===== src/sv/dcd_pkg.sv =====
// Shared types and constants for the delta command decoder.
// Used by every module of the block; depends on nothing else.
package dcd_pkg;

   localparam int unsigned StreamLengthWidth = 24;
   localparam int unsigned ConsumedWidth     = 25;
   localparam int unsigned CountWidth        = 15;
   localparam int unsigned PositionWidth     = 32;
   localparam int unsigned PieceWidth        = 16;

   localparam logic [CountWidth-1:0]    LENGTH_MASK    = 15'h7fff;
   localparam logic [PieceWidth-1:0]    COPY_BIAS      = 16'd6;
   localparam logic [ConsumedWidth-1:0] CONSUMED_LIMIT = 25'h1ffffff;

   localparam logic [2:0] PHASE_HEADER_LOW  = 3'd0;
   localparam logic [2:0] PHASE_HEADER_HIGH = 3'd1;
   localparam logic [2:0] PHASE_OFFSET_0    = 3'd2;
   localparam logic [2:0] PHASE_OFFSET_1    = 3'd3;
   localparam logic [2:0] PHASE_OFFSET_2    = 3'd4;
   localparam logic [2:0] PHASE_OFFSET_3    = 3'd5;
   localparam logic [2:0] PHASE_LITERAL     = 3'd6;

   localparam logic [1:0] KIND_LITERAL = 2'd0;
   localparam logic [1:0] KIND_COPY    = 2'd1;
   localparam logic [1:0] KIND_END     = 2'd2;

   typedef struct packed {
      logic [1:0]               kind;
      logic [7:0]               literal_byte;
      logic [31:0]              copy_offset;
      logic [PieceWidth-1:0]    piece_length;
      logic [PositionWidth-1:0] out_position;
      logic                     last;
   } result_type;

endpackage


===== src/sv/dcd_in_stage.sv =====
// Input register of the delta command decoder.
// Holds one command-stream byte until the parser can take it; uses dcd_pkg.
module dcd_in_stage
   import dcd_pkg::*;
(
   input  logic       clock,
   input  logic       reset,
   input  logic       req_valid,
   output logic       req_stall,
   input  logic [7:0] req_data_byte,
   input  logic       advance,
   output logic       byte_valid,
   output logic [7:0] byte_value
);

   logic       valid_ff;
   logic [7:0] byte_ff;

   assign req_stall  = valid_ff && !advance;
   assign byte_valid = valid_ff;
   assign byte_value = byte_ff;

   always_ff @(posedge clock) begin
      if (reset) begin
         valid_ff <= 1'b0;
      end else if (!req_stall) begin
         valid_ff <= req_valid;
      end
   end

   always_ff @(posedge clock) begin
      if (!req_stall) begin
         byte_ff <= req_data_byte;
      end
   end

endmodule


===== src/sv/dcd_parser.sv =====
// Parse state and result formation of the delta command decoder.
// Consumes one byte per transaction and forms at most one result; uses dcd_pkg.
module dcd_parser
   import dcd_pkg::*;
(
   input  logic                         clock,
   input  logic                         reset,
   input  logic                         fire,
   input  logic [7:0]                   data_byte,
   input  logic [StreamLengthWidth-1:0] stream_length,
   output logic                         result_valid,
   output result_type                   result
);

   logic [2:0]               phase_ff, phase_in;
   logic [7:0]               header_low_ff, header_low_in;
   logic [23:0]              offset_ff, offset_in;
   logic [CountWidth-1:0]    literals_left_ff, literals_left_in;
   logic [ConsumedWidth-1:0] consumed_ff, consumed_in;
   logic [PositionWidth-1:0] position_ff, position_in;
   logic                     finished_ff, finished_in;
   logic [15:0]              header;
   logic [CountWidth-1:0]    literals_next;
   logic                     at_end;

   assign header        = {data_byte, header_low_ff};
   assign literals_next = literals_left_ff - 15'd1;

   always_comb begin
      phase_in         = phase_ff;
      header_low_in    = header_low_ff;
      offset_in        = offset_ff;
      literals_left_in = literals_left_ff;
      consumed_in      = consumed_ff;
      position_in      = position_ff;
      finished_in      = finished_ff;
      result_valid     = 1'b0;
      result           = '0;
      result.out_position = position_ff;
      if (consumed_ff < CONSUMED_LIMIT) begin
         consumed_in = consumed_ff + 25'd1;
      end
      at_end = consumed_in >= {1'b0, stream_length};
      if (!fire || finished_ff) begin
         consumed_in = consumed_ff;
      end else begin
         unique case (phase_ff)
            PHASE_HEADER_LOW: begin
               header_low_in = data_byte;
               phase_in      = PHASE_HEADER_HIGH;
            end
            PHASE_HEADER_HIGH: begin
               literals_left_in = header[14:0] & LENGTH_MASK;
               if (header[15]) begin
                  offset_in = '0;
                  phase_in  = PHASE_OFFSET_0;
               end else if (header[14:0] != '0) begin
                  phase_in = PHASE_LITERAL;
               end else begin
                  phase_in = PHASE_HEADER_LOW;
                  if (at_end) begin
                     finished_in  = 1'b1;
                     result_valid = 1'b1;
                     result.kind  = KIND_END;
                     result.last  = 1'b1;
                  end
               end
            end
            PHASE_OFFSET_0: begin
               offset_in[7:0] = data_byte;
               phase_in       = PHASE_OFFSET_1;
            end
            PHASE_OFFSET_1: begin
               offset_in[15:8] = data_byte;
               phase_in        = PHASE_OFFSET_2;
            end
            PHASE_OFFSET_2: begin
               offset_in[23:16] = data_byte;
               phase_in         = PHASE_OFFSET_3;
            end
            PHASE_OFFSET_3: begin
               literals_left_in    = '0;
               phase_in            = PHASE_HEADER_LOW;
               finished_in         = at_end;
               result_valid        = 1'b1;
               result.kind         = KIND_COPY;
               result.copy_offset  = {data_byte, offset_ff};
               result.piece_length = {1'b0, literals_left_ff} + COPY_BIAS;
               result.last         = at_end;
               position_in         = position_ff + {16'd0, result.piece_length};
            end
            PHASE_LITERAL: begin
               literals_left_in     = literals_next;
               result_valid         = 1'b1;
               result.kind          = KIND_LITERAL;
               result.literal_byte  = data_byte;
               result.piece_length  = 16'd1;
               position_in          = position_ff + 32'd1;
               if (literals_next == '0) begin
                  phase_in    = PHASE_HEADER_LOW;
                  finished_in = at_end;
                  result.last = at_end;
               end
            end
            default: begin
               phase_in = PHASE_HEADER_LOW;
            end
         endcase
      end
   end

   always_ff @(posedge clock) begin
      if (reset) begin
         phase_ff         <= PHASE_HEADER_LOW;
         header_low_ff    <= '0;
         offset_ff        <= '0;
         literals_left_ff <= '0;
         consumed_ff      <= '0;
         position_ff      <= '0;
         finished_ff      <= 1'b0;
      end else begin
         phase_ff         <= phase_in;
         header_low_ff    <= header_low_in;
         offset_ff        <= offset_in;
         literals_left_ff <= literals_left_in;
         consumed_ff      <= consumed_in;
         position_ff      <= position_in;
         finished_ff      <= finished_in;
      end
   end

endmodule


===== src/sv/dcd_out_stage.sv =====
// Result register of the delta command decoder.
// Holds one result until the receiver takes it; uses dcd_pkg.
module dcd_out_stage
   import dcd_pkg::*;
(
   input  logic       clock,
   input  logic       reset,
   input  logic       load_valid,
   input  result_type load_result,
   output logic       advance,
   output logic       rsp_valid,
   input  logic       rsp_stall,
   output result_type rsp_result
);

   logic       valid_ff;
   result_type result_ff;

   assign advance    = !valid_ff || !rsp_stall;
   assign rsp_valid  = valid_ff;
   assign rsp_result = result_ff;

   always_ff @(posedge clock) begin
      if (reset) begin
         valid_ff <= 1'b0;
      end else if (advance) begin
         valid_ff <= load_valid;
      end
   end

   always_ff @(posedge clock) begin
      if (advance) begin
         result_ff <= load_result;
      end
   end

endmodule


===== src/sv/delta_command_decoder.sv =====
// Delta command decoder: takes the command stream one byte per transaction and
// emits literal bytes, copy commands and end markers; uses dcd_pkg.
//
// The block accepts one byte every cycle while the result side keeps up; a
// byte is parsed while it is held in the input register and the result side
// can take it, and its result is then presented from the result register
// until the receiver takes it. Throughput is set by the single parse step
// per byte. Write csr_write_data to set the stream length only while no
// transaction is in flight; after the final command further bytes are
// accepted and dropped until reset.
module delta_command_decoder
   import dcd_pkg::*;
(
   input  logic                         clock,
   input  logic                         reset,
   input  logic                         csr_write_enable,
   input  logic [StreamLengthWidth-1:0] csr_write_data,
   input  logic                         req_valid,
   output logic                         req_stall,
   input  logic [7:0]                   req_data_byte,
   output logic                         rsp_valid,
   input  logic                         rsp_stall,
   output logic [1:0]                   rsp_kind,
   output logic [7:0]                   rsp_literal_byte,
   output logic [31:0]                  rsp_copy_offset,
   output logic [PieceWidth-1:0]        rsp_piece_length,
   output logic [PositionWidth-1:0]     rsp_out_position,
   output logic                         rsp_last
);

   logic [StreamLengthWidth-1:0] stream_length_ff;
   logic                         advance;
   logic                         byte_valid;
   logic [7:0]                   byte_value;
   logic                         result_valid;
   result_type                   result;
   result_type                   rsp_result;

   always_ff @(posedge clock) begin
      if (reset) begin
         stream_length_ff <= '0;
      end else if (csr_write_enable) begin
         stream_length_ff <= csr_write_data;
      end
   end

   dcd_in_stage u_in_stage (
      .clock         (clock),
      .reset         (reset),
      .req_valid     (req_valid),
      .req_stall     (req_stall),
      .req_data_byte (req_data_byte),
      .advance       (advance),
      .byte_valid    (byte_valid),
      .byte_value    (byte_value)
   );

   dcd_parser u_parser (
      .clock         (clock),
      .reset         (reset),
      .fire          (byte_valid && advance),
      .data_byte     (byte_value),
      .stream_length (stream_length_ff),
      .result_valid  (result_valid),
      .result        (result)
   );

   dcd_out_stage u_out_stage (
      .clock       (clock),
      .reset       (reset),
      .load_valid  (result_valid && byte_valid),
      .load_result (result),
      .advance     (advance),
      .rsp_valid   (rsp_valid),
      .rsp_stall   (rsp_stall),
      .rsp_result  (rsp_result)
   );

   assign rsp_kind         = rsp_result.kind;
   assign rsp_literal_byte = rsp_result.literal_byte;
   assign rsp_copy_offset  = rsp_result.copy_offset;
   assign rsp_piece_length = rsp_result.piece_length;
   assign rsp_out_position = rsp_result.out_position;
   assign rsp_last         = rsp_result.last;

endmodule

===== config.mk =====
export PLATFORM = sky130hd
export DESIGN_NAME = delta_command_decoder
export DESIGN_NICKNAME = d
export VERILOG_FILES = /design/src/sv/dcd_pkg.sv /design/src/sv/dcd_in_stage.sv /design/src/sv/dcd_parser.sv /design/src/sv/dcd_out_stage.sv /design/src/sv/delta_command_decoder.sv
export SDC_FILE = /design/constraint.sdc
export NUM_CORES = 1
export LEC_CHECK = 0
export BUFFER_PORTS_ARGS = -buffer_cell sky130_fd_sc_hd__buf_4
export CAP_MARGIN = 20
export CORE_MARGIN = 2
export CORE_UTILIZATION = 59
export CTS_CLUSTER_SIZE = 12
export DETAILED_ROUTE_END_ITERATION = 8
export PLACE_DENSITY = 0.78
export SLEW_MARGIN = 20
export SYNTH_ARGS = -nofsm -noshare
export SYNTH_HDL_FRONTEND = slang
export SYNTH_HIERARCHICAL = 1
export SYNTH_SLANG_ARGS = --single-unit

===== constraint.sdc =====
create_clock -name clock -period 4.8 [get_ports clock]
set_input_delay 0.48 -clock clock [delete_from_list [all_inputs] [get_ports clock]]
set_output_delay 0.48 -clock clock [all_outputs]
set_load 0.1 [all_outputs]

### Word level (Yosys, flattened, before mapping)

Index checks and enable logic that the tools add are counted.

| storage, ports and cells | value |
|---|---|
| register bits after elaboration | 233 |
| logic and storage cells | 96 |

| cells by class | value |
|---|---|
| $lt $le $gt $ge | 2 |
| add/sub/neg operators | 5 |
| eq/ne operators | 11 |
| bitwise operators | 3 |
| muxes and demuxes | 28 |
| reductions and logical operators | 28 |

Operators with widths:

| cell | count |
|---|---|
| 32-bit one-hot mux with 2 select lines | 1 |
| 8-bit one-hot mux with 2 select lines | 3 |
| 15-bit one-hot mux with 3 select lines | 1 |
| 32-bit by 1-bit adder with 32-bit output, second input constant | 1 |
| 32-bit by 16-bit adder with 32-bit output | 1 |
| 16-bit one-hot mux with 2 select lines | 1 |
| 25-bit by 1-bit adder with 25-bit output, second input constant | 1 |
| 25-bit by 24-bit >= comparator with 1-bit output | 1 |
| 25-bit less-than comparator, second input constant | 1 |
| 25-bit two-way mux | 1 |
| 24-bit two-way mux | 1 |
| 3-bit one-hot mux with 6 select lines | 1 |
| 15-bit by 3-bit adder with 16-bit output, second input constant | 1 |
| 15-bit zero test | 1 |
| 15-bit nonzero test | 1 |
| 15-bit by 1-bit subtractor with 15-bit output, second input constant | 1 |
| 3-bit == test, second input constant | 3 |
| 1-bit two-way mux | 9 |
| 3-bit two-way mux | 3 |
| 3-bit AND reduction | 3 |
| 2-bit AND reduction | 4 |
| 2-bit nonzero test | 4 |
| 3-bit by 2-bit == test with 1-bit output, second input constant | 2 |
| 2-bit two-way mux | 3 |
| 14 further kinds | 28 |

### Longest topological paths before layout

| depth | value |
|---|---|
| word-level depth | 9 |
| depth in mapped cells | 20 |
| gate-level depth less buffers | 18 |

### Cells and area by module

The synthesis kept the hierarchy.

Modules (own cells, without submodules):

| module | area each (um2) | instances | cells an instance |
|---|---|---|---|
| dcd_parser | 7383.3 | 1 | 995 |
| dcd_out_stage | 2765.2 | 1 | 95 |
| delta_command_decoder | 882.1 | 1 | 79 |
| dcd_in_stage | 290.3 | 1 | 13 |

### Least setup slack after synthesis

OpenSTA, ideal clock, no wires.

| timing | value |
|---|---|
| path kind | reg2reg |
| start | register u_out_stage.valid_ff, in the netlist u_out_stage/rsp_valid |
| end | register u_parser.position_ff[31] |
| path buffers | 2 |
| arrival time | 4777 ps |
| setup slack | -104 ps |
| stages on the path, launching flop included | 13 |
| library setup time | 128 ps |
| cells stage by stage | dfxtp_1 nand2_1 and2_1 nor2b_1 clkbuf_1 o211a_1 buf_4 nand4_2 nor2_1 a21o_2 nand4_1 xor2_1 nor2_1 |

| between the ends | value |
|---|---|
| longest elaborated chain between the ends | 7 |

Ends and longest elaborated chain:

| element | line | text |
|---|---|---|
| from (decl) | dcd_out_stage.sv:16 | `logic valid_ff;` |
| from (signal assigned) | dcd_out_stage.sv:27 | `valid_ff <= load_valid;` |
| 1-bit zero test | dcd_out_stage.sv:19 | `assign advance = !valid_ff \|\| !rsp_stall;` |
| 1-bit logical OR | dcd_out_stage.sv:19 |  |
| via advance | delta_command_decoder.sv:32 | `logic advance;` |
| 1-bit logical AND | delta_command_decoder.sv:61 | `.fire (byte_valid && advance),` |
| 1-bit zero test | dcd_parser.sv:44 | `if (!fire \|\| finished_ff) begin` |
| 1-bit logical OR | dcd_parser.sv:44 |  |
| 1-bit inverter (no line) | -- |  |
| 2-bit AND reduction (no line) | -- |  |
| to (signal assigned) | dcd_parser.sv:127 | `position_ff <= position_in;` |
| to (decl) | dcd_parser.sv:20 | `logic [PositionWidth-1:0] position_ff, position_in;` |

The timed path passes the listed nets, and every way through them passes these cells.
A chain may end at the register's enable or synchronous reset.

### Final worst setup path

| timing | value |
|---|---|
| start | register u_parser.consumed_ff[5] |
| end | register u_out_stage.valid_ff, in the netlist u_out_stage/rsp_valid |

| between the ends | value |
|---|---|
| longest elaborated chain between the ends | 9 |
| elaborated cells between the ends (all ways) | 10 |
| classes of those cells | add/sub (1); order compare (2); mux (6); reduce/logical (1) |

Ends and longest elaborated chain:

| element | line | text |
|---|---|---|
| from (decl) | dcd_parser.sv:19 | `logic [ConsumedWidth-1:0] consumed_ff, consumed_in;` |
| from (signal assigned) | dcd_parser.sv:126 | `consumed_ff <= consumed_in;` |
| 25-bit by 1-bit adder with 25-bit output or 25-bit less-than comparator (tied branches) | dcd_parser.sv:41, dcd_parser.sv:40 |  |
| 25-bit two-way mux (*) | dcd_parser.sv:40 | `if (consumed_ff < CONSUMED_LIMIT) begin` |
| 25-bit by 24-bit >= comparator with 1-bit output (*) | dcd_parser.sv:43 | `at_end = consumed_in >= {1'b0, stream_length};` |
| 1-bit two-way mux (*) | dcd_parser.sv:61 | `if (at_end) begin` |
| 1-bit two-way mux (*) | dcd_parser.sv:57 | `end else if (header[14:0] != '0) begin` |
| 1-bit two-way mux (*) | dcd_parser.sv:54 | `if (header[15]) begin` |
| 1-bit one-hot mux with 2 select lines (*) | dcd_parser.sv:47 | `unique case (phase_ff)` |
| 1-bit two-way mux (*) | dcd_parser.sv:44 |  |
| via result_valid | delta_command_decoder.sv:35 | `logic result_valid;` |
| 1-bit logical AND (*) | delta_command_decoder.sv:71 | `.load_valid (result_valid && byte_valid),` |

The timed path passes the listed nets; every way through them passes the cells marked *.

==> key figures <==
Critical path
  – CP top delay family: simple AND/OR/NAND/NOR gates
  – Critical path class: flop to flop
  – Slowest Stage Delay on Critical Path: 0.40 ns
  – CP max stage cell: dfxtp_1
  – CP bufs+invs: 0
  – CP Data Required Time: 5.20 ns
  – CP Capture Type: flop
  – Crit start category: flop
  – Critical path, cell by cell: nand2_1 -> nor4_4 -> a31oi_2 -> nand3_1 -> or2_1 -> nor2_1 -> xor2_1 -> ha_1 -> or4_1 -> a221o_1 -> o21ai_0 -> a21oi_1 -> and4b_4 -> o21ai_0 -> and2_1 -> and2_1 -> a21oi_1 -> nor2_1
  – Crit path DAT: 4.45 ns
  – Max Fanout on Critical Path: 5

Placed design
  – DP HPWL: 16.78 mm
  – Buffers on Ports: 129
  – GP Congestion: 0.9150
  – Setup WS pre-CTS: 0.7683 ns
  – Placed cells: 1,493

Floorplan
  – Initial Util: 60.32%
  – Chip width: 142.5 um
  – Die height: 142.5 um
  – Num rows: 50
  – Die footprint: 20,310 sq um
  – Ports: 130
  – Core Area: 18,770 sq um

CTS
  – CTS Buf Count: 25
  – CTS clk-pin slew, worst paths: 0.06 ns
  – Sink Count: 233
  – # Post-CTS Setup Buffers: 0
  – CTS HTree Levels: 1
  – Clock Path Buffers: 3
  – CTS tree: built
  – Cts hold-fix bufs: 0
  – Post-CTS Resized: 0
  – CTS root buf: clkbuf_16
  – Worst skew pair latency: 0.52 ns

Power
  – Clock Power Share: 42.8%
  – Sequential Power Share: 51.8%
  – Pint: 0.003173 W
  – Switching portion of total power: 22.19%
  – Logic pwr share: 5.4%
  – PwrDens: 310.0 nW/um^2
  – P_sw: 0.0009051 W
  – VDD IR max: 0.2449 mV
  – Static Leak: 5.516 nW

Synthesis
  – Post-Syn Area: 11,320 sq um
  – Netlist cell types: 71
  – Synth Net Count: 1,265
  – Post-synth EDFFs: 99
  – Mapped Cells: 1,182
  – Synth top cells by count: 156 x nor2_1, 134 x dfxtp_1, 121 x nand2_1, 99 x edfxtp_1, 81 x a21oi_1
  – Asr flop ratio synth: 0%
  – Top cells by area, synth: edfxtp_1 26%, dfxtp_1 24%, nor2_1 5.2%
  – Top-count cell post-synth: nor2_1
  – Synth Area per Inst: 9.578 sq um
  – Largest area contributor in the netlist: edfxtp_1
  – Yosys warns: 6
  – Seq cells post-synth: 233
  – Dominant synthesized flop cell: dfxtp_1
  – Register area share after synthesis: 49.96%
  – Top-area cell type share of the netlist area: 26.26%

Route
  – WL per Instance: 15.96 um
  – Initial DRC count: 548
  – Remaining DRCs: 0
  – Drt pass-1 iters: 6
  – Final WL: 24.55 mm
  – Vias after detailed routing: 8,732
  – Vias per cell: 5.678
  – Antenna-violating nets left: 0

Global routing
  – Initial antenna violation count: 0
  – Vias in the first global route: 8,186
  – Gr ovfl total: 0
  – First-pass GRT wire length: 39.92 mm
  – Largest net degree at the start of global routing: 105
  – GRT Overall Usage: 24.00%

Hold path
  – Hold crit path type: input port to flop

Layout
  – Net count, final: 1,370
  – Area delta synth->final: 16.20%
  – Non-Filler Instances: 1,538
  – ANT cells: 0
  – Layout cells sized above 1: 15.49%

Outcome
  – Status: finished, final reports clean

Flow run
  – Max Cap Violations: 0

STA
  – Slew HR: 31.01%
  – Peak Freq: 246.7 MHz
  – Setup WS post-layout: 0.7472 ns
  – Ratio of final minimum period to clock period: 84.43%
  – Setup TNS: 0 ns
  – Clock skew: 0.01365 ns
  – Final min period: 4.053 ns
  – Final setup violation count: 0
  – Final hold slack: 0.1334 ns
  – RSZ-0062 raised after global routing: no
  – Slew Limit Fails: 0
  – Hold Fails Final Rpt: 0
  – Worst-Margin Slew: 1.027 ns
[stage by stage]
step           power [W]  utilization (%)  instance area (sq um)
3_3_place_gp    0.002363            65.99                  12390
2_1_floorplan   0.002300                -                  11320
5_1_grt         0.004223            70.09                  13160
4_1_cts         0.004111            69.95                  13130
3_5_place_dp    0.002368            65.99                  12390
6_report        0.004079            70.09                  13160
[worst paths after layout]
check	depth (start not counted)	start	endpoint	slack (ns)
worst max-delay path	18	u_parser/consumed_ff[5]	u_out_stage/rsp_valid	0.75
worst min-delay path	1	req_data_byte[1]	u_in_stage/byte_value[1]	0.13
worst max register to register	18	u_parser/consumed_ff[5]	u_out_stage/rsp_valid	0.75
worst min register to register	2	u_parser/offset_ff[17]	u_parser/offset_ff[17]	0.45
[sequential cells by signal (all words and copies together), names as in the netlist, 3 cells and up]
register	cells
u_parser/consumed_ff	25
u_parser/offset_ff	24
u_in_stage/byte_value	8
stream_length_ff	24
u_parser/phase_ff	3
u_parser/header_low_ff	8
u_parser/position_ff	32
u_parser/literals_left_ff	15
u_out_stage/rsp_result	91
[worst reg2reg max path, stage by stage, from the launching register on]
cell and delay [ns]:
dfxtp_1 0.40, nand2_1 0.17, nor4_4 0.40, a31oi_2 0.21, nand3_1 0.19, or2_1 0.22
nor2_1 0.08, xor2_1 0.15, ha_1 0.19, or4_1 0.40, a221o_1 0.28, o21ai_0 0.19
a21oi_1 0.09, and4b_4 0.38, o21ai_0 0.09, and2_1 0.19, and2_1 0.14, a21oi_1 0.11
nor2_1 0.05
[logic make-up (layout without fill, tap and decap cells)]
group | Yosys count | after routing | synth area share (%)
xor gates and xnor gates | 83 | 83 | 6.421
and+or+nand+nor | 489 | 489 | 21.11
buffers and inverters | 107 | 229 | 4.045
muxes | 25 | 25 | 2.221
adders and majority gates | 46 | 46 | 5.150
AOI/OAI and AO/OA | 199 | 199 | 11.10
DFF | 233 | 233 | 49.96
[power by group through the flow]
stage,Sequential (W),Clock (W),Combinational (W)
floorplan,0.00214,0,0.000165
global placement,0.00215,0,0.000210
detailed placement,0.00215,0,0.000214
CTS,0.00211,0.00178,0.000216
global route,0.00211,0.00186,0.000246
finish,0.00211,0.00175,0.000220
[metal layers]
metal,wire length (um),GRT usage [%],vias to the layer above
li1,-,-,4332
met1,10560,31.30,4122
met2,12290,42.16,234
met3,1207,3.365,44
met4,490,6.149,0
met5,0,0,-
[cell type report]
cell class              instances  area, sq um
inverters                      44        165.2
fillers                      1439         5613
clock buffers                  37        700.7
clock inverters                 7        41.29
well taps                     234        292.8
multi-input cells             842         5221
repair buffers                141         1079
flip-flops and latches        233         5655
[cells in the final DEF, fill, tap and decap left out, drive strengths merged, types with 3 or more instances in the layout]
master	synthesis	layout
o21a	6	6
nand2b	7	7
a22oi	14	14
and3	15	15
a22o	3	3
o31ai	4	4
xnor2	42	42
xor2	41	41
a211oi	15	15
clkbuf	51	37
a21oi	82	82
dfxtp	134	134
clkinv	0	4
nand3	56	56
nor3b	3	3
inv	44	45
a21o	11	11
nor2	156	156
buf	12	141
nor2b	6	6
mux2i	24	24
and2	40	40
o211ai	5	5
or3	11	11
nand2	121	121
ha	45	45
a31oi	6	6
o21ai	41	41
or2	5	5
nand4	18	18
nor3	24	24
or4	3	3
nor4	11	11
edfxtp	99	99
and4	5	5
(Power assumes the default switching activity.)
